<file path="config.mk">
export PLATFORM = sky130hd
export DESIGN_NAME = eic_controller
export DESIGN_NICKNAME = d
export VERILOG_FILES = /design/src/rtl/core/eic_pkg.sv /design/src/rtl/core/eic_controller.sv
export VERILOG_INCLUDE_DIRS = /design/src /design/src/rtl/core
export SDC_FILE = /design/constraint.sdc
export NUM_CORES = 1
export LEC_CHECK = 0
export BUFFER_PORTS_ARGS = -buffer_cell sky130_fd_sc_hd__buf_2
export CORE_AREA = 10 10 47 49
export CTS_CLUSTER_DIAMETER = 100
export DETAILED_ROUTE_END_ITERATION = 8
export DIE_AREA = 0 0 57 59
export MAX_ROUTING_LAYER = met4
export PLACE_DENSITY = 0.5
export REMOVE_ABC_BUFFERS = 1
export SETUP_SLACK_MARGIN = 0.05
export SLEW_MARGIN = 30
export SYNTH_ARGS = -nofsm -noshare
export SYNTH_HDL_FRONTEND = slang
export SYNTH_SLANG_ARGS = --single-unit
</file>
<file path="constraint.sdc">
create_clock -name clk_i -period 3.78 [get_ports clk_i]
set_input_delay 0.567 -clock clk_i [delete_from_list [all_inputs] [get_ports clk_i]]
set_output_delay 0.567 -clock clk_i [all_outputs]
set_load 0.005 [all_outputs]
</file>
<file path="src/rtl/core/educational_isa_cpu_core_defines.svh">
// Assertion helpers used by the core's controller.
`ifndef EDUCATIONAL_ISA_CPU_CORE_DEFINES_SVH
`define EDUCATIONAL_ISA_CPU_CORE_DEFINES_SVH

// Same-cycle implication, disabled while reset is asserted.
`define EIC_ASSERT_IMPLIES(label, clk, rst_n, ante, cons) \
  label: assert property (@(posedge clk) disable iff (!rst_n) (ante) |-> (cons)) \
    else $error("core assertion failed");

// Next-cycle implication, disabled while reset is asserted.
`define EIC_ASSERT_NEXT(label, clk, rst_n, ante, cons) \
  label: assert property (@(posedge clk) disable iff (!rst_n) (ante) |=> (cons)) \
    else $error("core assertion failed");

`endif

</file>
<file path="src/rtl/core/eic_pkg.sv">
`timescale 1ns / 1ps

package eic_pkg;

  // Address space: default and largest supported width, and the width of
  // the command address and program counter ports.
  localparam int unsigned DefAddrBits = 12;
  localparam int unsigned MaxAddrBits = 17;
  localparam int unsigned PortAddrW   = 12;

  localparam logic [31:0] ClampMax = 32'h0000_7fff;

  // Three-valued flag codes.
  localparam logic [1:0] FLAG_FALSE = 2'd0;
  localparam logic [1:0] FLAG_TRUE  = 2'd1;
  localparam logic [1:0] FLAG_UNDEF = 2'd2;

  // Branch condition codes.
  localparam logic [2:0] COND_EQ     = 3'd0;
  localparam logic [2:0] COND_NE     = 3'd1;
  localparam logic [2:0] COND_GT     = 3'd2;
  localparam logic [2:0] COND_NOT_GT = 3'd3;
  localparam logic [2:0] COND_ALWAYS = 3'd4;

  // Host command codes.
  typedef enum logic [2:0] {
    CMD_STEP      = 3'd0,
    CMD_WRITE_MEM = 3'd1,
    CMD_READ_MEM  = 3'd2,
    CMD_SET_PC    = 3'd3,
    CMD_READ_REG  = 3'd4
  } cmd_e;

  // Instruction operation codes.
  typedef enum logic [3:0] {
    OP_LDR  = 4'd0,
    OP_STR  = 4'd1,
    OP_MOV  = 4'd2,
    OP_ADD  = 4'd3,
    OP_SUB  = 4'd4,
    OP_AND  = 4'd5,
    OP_ORR  = 4'd6,
    OP_EOR  = 4'd7,
    OP_MVN  = 4'd8,
    OP_LSL  = 4'd9,
    OP_LSR  = 4'd10,
    OP_CMP  = 4'd11,
    OP_B    = 4'd12,
    OP_HALT = 4'd13,
    OP_TRAP = 4'd14,
    OP_RSVD = 4'd15
  } op_e;

  // Controller states.
  typedef enum logic [1:0] {
    ST_IDLE,
    ST_DECODE,
    ST_EXEC,
    ST_FINISH
  } state_e;

  // Commands from the controller to the datapath.
  typedef struct packed {
    logic accept;
    logic decode;
    logic exec;
    logic load_result;
  } ctl_t;

  // Saturate results that exceed the positive clamp limit.
  function automatic logic [31:0] clamp_hi(logic [31:0] x);
    return ($signed(x) > $signed(ClampMax)) ? ClampMax : x;
  endfunction

endpackage

</file>
<file path="src/rtl/core/eic_controller.sv">
`timescale 1ns / 1ps
`include "educational_isa_cpu_core_defines.svh"

module eic_controller (
  input  logic          clk_i,
  input  logic          rst_ni,
  input  logic          in_valid_i,
  input  logic [2:0]    opcode_i,
  output logic          in_ready_o,
  input  logic          out_ready_i,
  output logic          out_valid_o,
  output eic_pkg::ctl_t cmd_o
);
  import eic_pkg::*;

  state_e state_q, state_d;
  logic   out_valid_q, out_valid_d;
  logic   accept;
  logic   slot_free;

  // The result register is free when empty or being emptied this cycle.
  assign slot_free = !out_valid_q || out_ready_i;
  assign accept    = in_valid_i && (state_q == ST_IDLE);

  // Next state.
  always_comb begin
    state_d = state_q;
    unique case (state_q)
      ST_IDLE: begin
        if (accept) begin
          state_d = (opcode_i == CMD_STEP) ? ST_DECODE : ST_FINISH;
        end
      end
      ST_DECODE: state_d = ST_EXEC;
      ST_EXEC:   state_d = ST_FINISH;
      ST_FINISH: begin
        if (slot_free) begin
          state_d = ST_IDLE;
        end
      end
    endcase
  end

  // Outputs to the handshake and the datapath.
  always_comb begin
    in_ready_o        = (state_q == ST_IDLE);
    cmd_o.accept      = accept;
    cmd_o.decode      = (state_q == ST_DECODE);
    cmd_o.exec        = (state_q == ST_EXEC);
    cmd_o.load_result = (state_q == ST_FINISH) && slot_free;
  end

  // Result beat valid flag.
  always_comb begin
    out_valid_d = out_valid_q;
    if (cmd_o.load_result) begin
      out_valid_d = 1'b1;
    end else if (out_ready_i) begin
      out_valid_d = 1'b0;
    end
  end

  always_ff @(posedge clk_i or negedge rst_ni) begin
    if (!rst_ni) begin
      state_q     <= ST_IDLE;
      out_valid_q <= 1'b0;
    end else begin
      state_q     <= state_d;
      out_valid_q <= out_valid_d;
    end
  end

  assign out_valid_o = out_valid_q;

  // A step runs through decode after it is taken.
  `EIC_ASSERT_NEXT(a_step_decodes, clk_i, rst_ni, accept && (opcode_i == CMD_STEP), state_q == ST_DECODE)
  // A waiting result is never overwritten.
  `EIC_ASSERT_IMPLIES(a_no_overwrite, clk_i, rst_ni, out_valid_q && !out_ready_i, !cmd_o.load_result)
  // A loaded result is offered in the next cycle.
  `EIC_ASSERT_NEXT(a_load_shows, clk_i, rst_ni, cmd_o.load_result, out_valid_q)

endmodule

</file>
# Word level (Yosys, flattened, before mapping)
# Cells that the tools add are included.
[word_totals] register_bits=3 latchBits=0 ram_bits=0 mem_bits_ro=0 input_bits=7 out_inout_bits=6 wordCells=21 n_memories=0
[op_classes] addsub=0 mul=0 div=0 magnitude_cmp=0 eq_ne=5 shift=0 n_mux=6 n_bitwise=0 reduce_logical=8
[op_table] op="2-bit case mux with 4 select lines" count=1
[op_table] op="2-bit two-way mux" count=3
[op_table] op="2-bit == test, second input constant" count=2
[op_table] op="3-bit logical NOT" count=1
[op_table] op="2-bit by 1-bit == test with 1-bit output, second input constant" count=1
[op_table] op="1-bit logical AND" count=2
[op_table] op="2-bit logical NOT" count=1
[op_table] op="1-bit two-way mux" count=2
[op_table] op="2-bit by 1-bit != test with 1-bit output, second input constant" count=1
[op_table] op="2-bit != test, second input constant" count=1
[op_table] op="2-bit AND reduction" count=1
[op_table] op="2-bit nonzero test" count=1
[op_table] op="1-bit logical NOT" count=1
[op_table] op="1-bit logical OR" count=1

# Logic depth before layout (Yosys ltp)
# Gate-level depths: netlist of the first run.
[logic_depth] word_depth=4 ltp_mapped=5 ltp_nobuf=5

# Least setup slack after synthesis of the first run
# OpenSTA, ideal clock, no wires.
[synth_timing] path_type="in2out" from="in out_ready_i" to="out cmd_o[0] (netlist bit)" arrival_time_ps=963 t_required_ps=3213 slack_ps=2250 stages=3 path_buffers=1 path_cell_list="nand2b_1 -> and2_1 -> buf_4"
[synth_lines] element="start, declared" line_no="eic_controller.sv:10" source="input logic out_ready_i,"
[synth_lines] element="end, declared" line_no="eic_controller.sv:12" source="output eic_pkg::ctl_t cmd_o"

==> flow_metrics.py, run 1 <==
metrics = {
    "status": {
        "outcome": "finished, final reports clean",
    },
    "grt": {
        "grt_max_degree": 7,
        "grt_usage_pct": 3.87,
        "antenna_found_initial": 0,
        "grt_pass1_vias": 238,
        "grt_pass1_wl_um": 959,
        "grt_overflow": 0,
    },
    "route": {
        "drc_errors": 0,
        "drtIter0Drc": 2,
        "viasPerCell": 3.62,
        "wl_per_cell_um": 10.3,
        "num_vias": 192,
        "wl_um": 544,
        "detail-route-antenna-nets": 0,
        "dr.pass1.iters": 3,
    },
    "sta": {
        "worstMarginPinSlew_ns": 0.212,
        "rsz0062_at_grt": "false",
        "fin_tns_setup_ns": 0,
        "hold_viol": 0,
        "fin_crit_sh_pct": 48.4,
        "slew_violations": 0,
        "fin_crit_ns": 1.83,
        "setup_violations": 0,
        "fin_skew_ns": 0.00353,
        "clock.fmax_ghz": 0.546,
        "slew_headroom_pct": 85.9,
        "hold_ws_ns": 0.121,
    },
    "clock_network": {
        "cts_root_buffer": "clkbuf_4",
        "clkLatencyLatePin_ns": 0.23,
        "ctsResizeCount": 0,
        "postCtsHoldBufs": 0,
        "cts.clk_slew.worst_paths_ns": 0.04,
        "cts_tree": "built",
        "cts_setup_buffers": 0,
        "numCtsBuffers": 3,
        "clock-sinks": 3,
        "clockBufferDepth": 2,
        "cts.htree.levels": 1,
    },
    "setup_path": {
        "crit_family": "flip-flops",
        "crit_slowest_cell": "dfrtp_1",
        "r2r_cells": 4,
        "worst_setup_path_start_kind": "flop",
        "cp-end-kind": "output pin",
        "worst_path_largest_cell_delay_ns": 0.41,
        "cp.required_ns": 3.21,
        "crit_fanout": 6,
        "rr_endpoint": "state_q[1]$_DFFE_PN0P_",
        "timing_worst_setup_path_type": "flop to output pin",
        "endpoint": "cmd_o[3]",
        "path_buf_inv": 2,
        "crit_chain": "inv_1 > ha_1 > and2_1 > buf_2",
        "rr_startpoint": "state_q[0]$_DFFE_PN0P_",
        "crit_path_start": "state_q[0]$_DFFE_PN0P_",
        "cp.depth": 4,
        "r2r_slack_ns": 2.36,
        "arrival_ns": 1.26,
    },
    "placement": {
        "routabilityCongestion": 0.620,
        "dp_hpwl_um": 461,
        "io_buffers": 12,
    },
    "synthesis": {
        "ys_ff_latch": 3,
        "synth.distinct_cells": 13,
        "synth_area_leaders": "dfrtp_1, ha_1, buf_4",
        "yosys_warnings": 0,
        "syn_area_um2": 234,
        "synth_area_per_cell_um2": 10.2,
        "yosysSeqAreaShare_pct": 32.1,
        "synth.largest_area_cell": "dfrtp_1",
        "yosys.area.top_type_share_pct": 32.1,
        "postSynthCellCount": 23,
    },
    "die": {
        "core_um2": 1400,
        "die_y_um": 59,
        "rows": 14,
        "die_area_um2": 3360,
        "initial_core_util_pct": 16.7,
        "die_w_um": 57,
        "io_pins": 13,
    },
    "power": {
        "p_total_w": 0.000262,
        "leakage_nw": 0.187,
        "p_per_area_nw_per_um2": 805,
        "ir_worst_vdd_uv": 261,
    },
    "run": {
        "drv_cap": 0,
    },
    "layout": {
        "area_growth_syn_to_layout_pct": 39.0,
        "n_fill_cell": 161,
        "layout_commonest_cell": "buf_2",
        "finalCoreUtilization_pct": 23.2,
        "drive_gt1_share_pct": 48.6,
        "insertedDiodeCount": 0,
        "nets": 49,
        "final_cell_mix": "buf_2, ha_1, inv_1, clkbuf_4, dfrtp_1",
    },
    "min_path": {
        "holdCritPathClass": "primary input to async pin",
    },
}
power by group:
group / leakage (nW) / internal, W / total [W] / switching [W]
Combinational: 0.137 / 0.0000780 / 0.000140 / 0.0000617
Clock: 0.0150 / 0.0000396 / 0.0000562 / 0.0000166
Sequential: 0.0350 / 0.0000499 / 0.0000658 / 0.0000159
state kept, by name, indices dropped and copies added, names as in the netlist:
| name | cells |
|---|---|
| state_q | 2 |
| out_valid_o | 1 |
synthesized netlist by cell type:
master / instances
a21oi_1: 1
a21oi_2: 1
and2_1: 2
and3b_1: 1
buf_4: 2
dfrtp_1: 3
ha_1: 4
inv_1: 3
mux2_4: 1
nand2b_1: 2
nor2_1: 1
nor3_1: 1
o32a_2: 1
kinds of logic after synthesis:
logic type      share of synthesized area [%]
flops                                    32.1
simple gates                             18.2
compound gates                           10.7
fa+ha+maj                                21.4
mux                                      6.42
buf+inv                                  11.2
cell type report:
class                           instances  area, um^2  area share (%)
Clock buffer                            4        26.3            8.08
Inverter                                3        11.3            3.46
Multi-Input combinational cell         15         133            40.8
Sequential cell                         3        75.1            23.1
Tap cell                               16        20.0            6.15
Timing Repair Buffer                   12        60.1            18.5
metal layers:
layer	track usage, %	part of all wire [%]
met4	3.02	0
met5	-	0
met2	3.88	26
met3	2.79	8.8
met1	4.77	65
worst min path at each step:
stage                         endpoint   start  slack, ns
6_report       out_valid_o$_DFFE_PN0P_  rst_ni       0.12
4_1_cts         state_q[1]$_DFFE_PN0P_  rst_ni       0.11
3_3_place_gp   out_valid_o$_DFFE_PN0P_  rst_ni       0.37
5_1_grt        out_valid_o$_DFFE_PN0P_  rst_ni       0.12
3_5_place_dp    state_q[1]$_DFFE_PN0P_  rst_ni       0.36
2_1_floorplan  out_valid_o$_DFFE_PN0P_  rst_ni       0.27
stage by stage:
step / cell area (um^2) / std cells / worst slack (ns)
2_1_floorplan: 219 / 21 / 2.34
3_3_place_gp: 299 / 49 / 2.14
3_5_place_dp: 299 / 49 / 2.14
4_1_cts: 325 / 53 / 1.94
5_1_grt: 325 / 53 / 1.83
6_report: 325 / 53 / 1.95
Power figures use the tool's default switching activity.
==> run 2: changes to the inputs <==
--- a/config.mk
+++ b/config.mk
@@ -12,7 +12,7 @@
 export DETAILED_ROUTE_END_ITERATION = 8
 export DIE_AREA = 0 0 57 59
 export MAX_ROUTING_LAYER = met4
-export PLACE_DENSITY = 0.5
+export PLACE_DENSITY = 0.51
 export REMOVE_ABC_BUFFERS = 1
 export SETUP_SLACK_MARGIN = 0.05
 export SLEW_MARGIN = 30
==> constraint.sdc (replaced) <==
create_clock -name clk_i -period 1.65 [get_ports clk_i]
set_input_delay 0.2475 -clock clk_i [delete_from_list [all_inputs] [get_ports clk_i]]
set_output_delay 0.2475 -clock clk_i [all_outputs]
set_load 0.005 [all_outputs]
==> run 2 against run 1 <==
Compared with the run above: non-clock buffer count rose by 1; first-iteration DRC count decreased by 50%; utilization grew 0.89 points; critical endpoint unchanged; largest cell class unchanged.
==> flow_metrics.py, run 2 (same netlist as run 1, synthesis figures left out) <==
metrics = {
    "status": {
        "outcome": "finished, final reports clean",
    },
    "setup_path": {
        "crit_chain": "inv_1 > ha_2 > and2_1 > buf_2",
        "r2r_cells": 4,
        "crit_family": "flip-flops",
        "timing_worst_setup_path_type": "flop to output pin",
        "cp-end-kind": "output pin",
        "path_buf_inv": 2,
        "cp.depth": 4,
        "rr_endpoint": "state_q[1]$_DFFE_PN0P_",
        "r2r_slack_ns": 0.24,
        "worst_path_largest_cell_delay_ns": 0.42,
        "rr_startpoint": "state_q[0]$_DFFE_PN0P_",
        "arrival_ns": 1.23,
        "worst_setup_path_start_kind": "flop",
        "cp.required_ns": 1.40,
        "crit_slowest_cell": "dfrtp_1",
        "crit_fanout": 6,
    },
    "layout": {
        "nets": 50,
        "multi_input_area_um2": 135,
        "n_fill_cell": 164,
        "drive_gt1_share_pct": 50.0,
        "layout_commonest_cell": "buf_2",
        "ff_latch_area_um2": 75.1,
        "top_register": "state_q",
        "area_growth_syn_to_layout_pct": 44.4,
        "largest_reg_flops": 2,
        "final_cell_mix": "buf_2, inv_1, ha_1, clkbuf_4, dfrtp_1",
        "insertedDiodeCount": 0,
        "fin_cells": 54,
    },
    "grt": {
        "grt_overflow": 0,
        "grtUsageMet1_pct": 4.29,
        "grt-busiest-layer": "met4",
        "grt_pass1_wl_um": 924,
        "grtUsageMet2_pct": 3.88,
        "grt_pass1_vias": 233,
        "grt_usage_pct": 3.87,
        "grt_max_degree": 7,
        "antenna_found_initial": 0,
        "use_met3_pct": 2.36,
    },
    "die": {
        "rows": 14,
        "io_pins": 13,
        "initial_core_util_pct": 16.7,
        "die_y_um": 59,
        "core_um2": 1400,
        "die_w_um": 57,
        "die_area_um2": 3360,
    },
    "sta": {
        "clock.fmax_ghz": 0.677,
        "slew_violations": 0,
        "fin_tns_setup_ns": 0,
        "setup_violations": 0,
        "worstMarginPinSlew_ns": 0.159,
        "hold_viol": 0,
        "rsz0062_at_grt": "false",
        "fin_crit_ns": 1.48,
        "fin_crit_sh_pct": 89.5,
        "fin_skew_ns": 0.000813,
        "slew_headroom_pct": 89.3,
    },
    "placement": {
        "dp_cells": 49,
        "routabilityCongestion": 0.662,
        "dp_hpwl_um": 459,
        "io_buffers": 12,
    },
    "clock_network": {
        "cts_tree": "built",
        "cts.htree.levels": 1,
        "cts_setup_buffers": 0,
        "numCtsBuffers": 3,
        "clkLatencyLatePin_ns": 0.23,
        "clockBufferDepth": 2,
        "cts_root_buffer": "clkbuf_4",
        "cts.clk_slew.worst_paths_ns": 0.04,
        "clock-sinks": 3,
    },
    "min_path": {
        "whs_endpoint": "out_valid_o$_DFFE_PN0P_",
        "holdPathStages": 3,
        "min-delay-start": "out_ready_i",
        "holdCritPathClass": "primary input to flop",
    },
    "power": {
        "p_per_area_nw_per_um2": 1800,
        "ir_worst_vdd_uv": 397,
        "leakage_nw": 0.189,
    },
    "route": {
        "wl_um": 587,
        "detail-route-antenna-nets": 0,
        "num_vias": 198,
        "drc_errors": 0,
        "drtIter0Drc": 1,
        "dr.pass1.iters": 4,
        "wl_per_cell_um": 10.9,
        "viasPerCell": 3.67,
    },
    "run": {
        "drv_cap": 0,
    },
}
run 2: cell types whose count changed in the layout (fill, tap and decap cells not counted):
cell,previous run,this run
ha_2,0,1
ha_1,4,3
dlygate4sd3_1,0,1
run 2: report_power, final:
group / leakage [nW] / total, W / switching (W) / internal (W)
Sequential: 0.0350 / 0.000153 / 0.0000382 / 0.000114
Combinational: 0.139 / 0.000325 / 0.000141 / 0.000184
Clock: 0.0150 / 0.000131 / 0.0000401 / 0.0000908
Total: 0.189 / 0.000609 / 0.000219 / 0.000389
run 2: per-layer routing:
| layer | routed length (um) | part of all wire, % | vias to the layer above |
|---|---|---|---|
| met5 | 0 | 0 | - |
| li1 | - | - | 104 |
| met1 | 318 | 54 | 79 |
| met2 | 221 | 38 | 13 |
| met3 | 34 | 5.8 | 2 |
| met4 | 12 | 2.0 | 0 |
run 2: final cells by class:
cell class                 instances  area share [%]
inverter                           3            3.33
sequential                         3            22.2
clock buffer                       4            7.78
multi-input combinational         15            40.0
tap                               16            5.93
timing repair buffer              13            20.7
run 2: worst max-delay path by stage:
stage	from	endpoint	slack, ns
finish	state_q[1]$_DFFE_PN0P_	cmd_o[3]	0.17
global route	state_q[1]$_DFFE_PN0P_	cmd_o[3]	0.06
detailed placement	state_q[0]$_DFFE_PN0P_	state_q[1]$_DFFE_PN0P_	0.23
global placement	state_q[0]$_DFFE_PN0P_	state_q[1]$_DFFE_PN0P_	0.24
floorplan	state_q[0]$_DFFE_PN0P_	state_q[1]$_DFFE_PN0P_	0.31
CTS	state_q[1]$_DFFE_PN0P_	cmd_o[3]	0.11
run 2: what timing repair did:
| item | 4_1_cts | 5_1_grt |
|---|---|---|
| endpoints found under the hold margin | 3 | 0 |
| gates resized for setup | 0 | 1 |
| setup endpoints to repair | 0 | 1 |
| hold buffers | 1 | 0 |
run 2: through the flow:
step	total power (W)	hold WS (ns)	instance area [um^2]	setup slack (ns)	util, %
4_1_cts	0.000620	0.308	335	0.109	23.9
3_3_place_gp	0.000474	0.0447	299	0.237	21.3
3_5_place_dp	0.000477	0.0427	299	0.232	21.3
5_1_grt	0.000679	0.353	338	0.0614	24.1
2_1_floorplan	0.000362	-0.0481	219	0.309	-
6_report	0.000609	0.309	338	0.173	24.1
run 2: worst min-delay path: stages:
cell and delay [ns]:
buf_2 0.08, nand2b_1 0.10, nand2b_1 0.06
==> run 3: changes to the inputs <==
--- a/config.mk
+++ b/config.mk
@@ -7,12 +7,14 @@
 export NUM_CORES = 1
 export LEC_CHECK = 0
 export BUFFER_PORTS_ARGS = -buffer_cell sky130_fd_sc_hd__buf_2
+export CELL_PAD_IN_SITES_DETAIL_PLACEMENT = 0
+export CELL_PAD_IN_SITES_GLOBAL_PLACEMENT = 1
 export CORE_AREA = 10 10 47 49
 export CTS_CLUSTER_DIAMETER = 100
 export DETAILED_ROUTE_END_ITERATION = 8
 export DIE_AREA = 0 0 57 59
 export MAX_ROUTING_LAYER = met4
-export PLACE_DENSITY = 0.51
+export PLACE_DENSITY = 0.62
 export REMOVE_ABC_BUFFERS = 1
 export SETUP_SLACK_MARGIN = 0.05
 export SLEW_MARGIN = 30
==> run 3 against run 2 <==
Compared with the run above: critical path depth is the same; register-to-register slack about the same; total power down 0.45%; global-route usage is essentially flat; via count rose by 5.1%; die area is the same; wire length down 4.3%; cell count stayed put; sequential share of layout area did not move; critical path type unchanged.
==> flow_metrics.py, run 3 (same netlist as run 1, synthesis figures left out) <==
metrics = {
    "route": {
        "wl_um": 562,
        "viasPerCell": 3.85,
        "dr.pass1.iters": 2,
        "drtIter0Drc": 4,
        "drc_errors": 0,
        "detail-route-antenna-nets": 0,
        "wl_per_cell_um": 10.4,
        "num_vias": 208,
    },
    "die": {
        "core_um2": 1400,
        "die_area_um2": 3360,
        "initial_core_util_pct": 16.7,
        "die_w_um": 57,
        "io_pins": 13,
        "rows": 14,
        "die_y_um": 59,
    },
    "grt": {
        "grt_overflow": 0,
        "grt_pass1_wl_um": 897,
        "grt_pass1_vias": 223,
        "antenna_found_initial": 0,
        "grt_usage_pct": 3.82,
        "grt_max_degree": 7,
    },
    "sta": {
        "slew_headroom_pct": 89.7,
        "hold_viol": 0,
        "clock.fmax_ghz": 0.682,
        "setup_violations": 0,
        "rsz0062_at_grt": "false",
        "hold_ws_ns": 0.302,
        "worstMarginPinSlew_ns": 0.154,
        "fin_tns_setup_ns": 0,
        "fin_skew_ns": 0.00362,
        "slew_violations": 0,
        "fin_crit_ns": 1.47,
        "fin_crit_sh_pct": 88.8,
    },
    "placement": {
        "routabilityCongestion": 0.652,
        "dp_hpwl_um": 464,
        "io_buffers": 12,
    },
    "clock_network": {
        "cts_setup_buffers": 0,
        "clock-sinks": 3,
        "cts.htree.levels": 1,
        "numCtsBuffers": 3,
        "cts_tree": "built",
        "cts.clk_slew.worst_paths_ns": 0.04,
        "clockBufferDepth": 2,
        "cts_root_buffer": "clkbuf_4",
        "clkLatencyLatePin_ns": 0.24,
    },
    "layout": {
        "top_register": "state_q",
        "layout_commonest_cell": "buf_2",
        "n_fill_cell": 169,
        "largest_reg_flops": 2,
        "ff_latch_area_um2": 75.1,
        "area_growth_syn_to_layout_pct": 44.4,
        "multi_input_area_um2": 135,
        "nets": 50,
        "drive_gt1_share_pct": 50.0,
        "insertedDiodeCount": 0,
        "final_cell_mix": "buf_2, inv_1, ha_1, clkbuf_4, dfrtp_1",
    },
    "setup_path": {
        "cp-end-kind": "output pin",
        "crit_chain": "inv_1 > ha_2 > and2_1 > buf_2",
        "crit_slowest_cell": "dfrtp_1",
        "r2r_slack_ns": 0.23,
        "crit_fanout": 6,
        "cp.required_ns": 1.40,
        "path_buf_inv": 2,
        "timing_worst_setup_path_type": "flop to output pin",
        "crit_family": "flip-flops",
        "worst_setup_path_start_kind": "flop",
        "arrival_ns": 1.22,
        "worst_path_largest_cell_delay_ns": 0.41,
    },
    "min_path": {
        "holdCritPathClass": "primary input to flop",
    },
    "status": {
        "outcome": "finished, final reports clean",
    },
    "power": {
        "p_per_area_nw_per_um2": 1790,
        "ir_worst_vdd_uv": 586,
        "leakage_nw": 0.189,
    },
    "run": {
        "drv_cap": 0,
    },
}
run 3: metal layers:
metal | share of wire, % | track usage (%) | vias to the layer above | wire [um]
met2 | 29 | 3.41 | 15 | 165
li1 | - | - | 102 | -
met5 | 0 | - | - | 0
met4 | 2.1 | 3.02 | 0 | 12
met3 | 16 | 3.86 | 2 | 90
met1 | 52 | 4.40 | 89 | 293
run 3: worst paths after layout:
kind	to	from	cells after the start
worst max-delay path	cmd_o[3]	state_q[0]$_DFFE_PN0P_	4
worst min-delay path	out_valid_o$_DFFE_PN0P_	out_ready_i	3
worst min register to register	out_valid_o$_DFFE_PN0P_	out_valid_o$_DFFE_PN0P_	2
min in group asynchronous	state_q[1]$_DFFE_PN0P_	rst_ni	2
max in group asynchronous	out_valid_o$_DFFE_PN0P_	rst_ni	2
worst max register to register	state_q[1]$_DFFE_PN0P_	state_q[0]$_DFFE_PN0P_	4
run 3: timing repair:
item                                   in CTS  in global routing
gates resized for setup                     0                  1
hold buffers                                1                  0
setup endpoints to repair                   0                  1
endpoints found under the hold margin       3                  0
run 3: layout make-up:
cell class              count  share of cell area [%]
clock buffers               4                    7.78
inverters                   3                    3.33
multi-input cells          15                    40.0
well taps                  16                    5.93
repair buffers             13                    20.7
flip-flops and latches      3                    22.2
run 3: power breakdown:
| part | internal [W] | switching [W] | leakage (nW) |
|---|---|---|---|
| clock network | 0.0000908 | 0.0000408 | 0.0150 |
| registers | 0.000114 | 0.0000366 | 0.0350 |
| logic | 0.000183 | 0.000140 | 0.139 |
| total | 0.000389 | 0.000217 | 0.189 |
run 3: worst register-to-register path: cells and delay by family (launching register included):
kind,cells,cell delay (ns)
AND/OR/NAND/NOR,1,0.21
adder cells (fa/ha/maj),1,0.23
AO/OA/AOI/OAI,1,0.15
flip-flops,1,0.41
multiplexers,1,0.31
run 3: through the flow:
step | total power (W) | instances | util (%) | setup WS [ns] | instance area (um^2)
floorplan | 0.000362 | 21 | - | 0.309 | 219
global placement | 0.000478 | 49 | 21.3 | 0.267 | 299
detailed placement | 0.000472 | 49 | 21.3 | 0.221 | 299
CTS | 0.000614 | 54 | 23.9 | 0.127 | 335
global route | 0.000664 | 54 | 24.1 | 0.100 | 338
finish | 0.000606 | 54 | 24.1 | 0.184 | 338
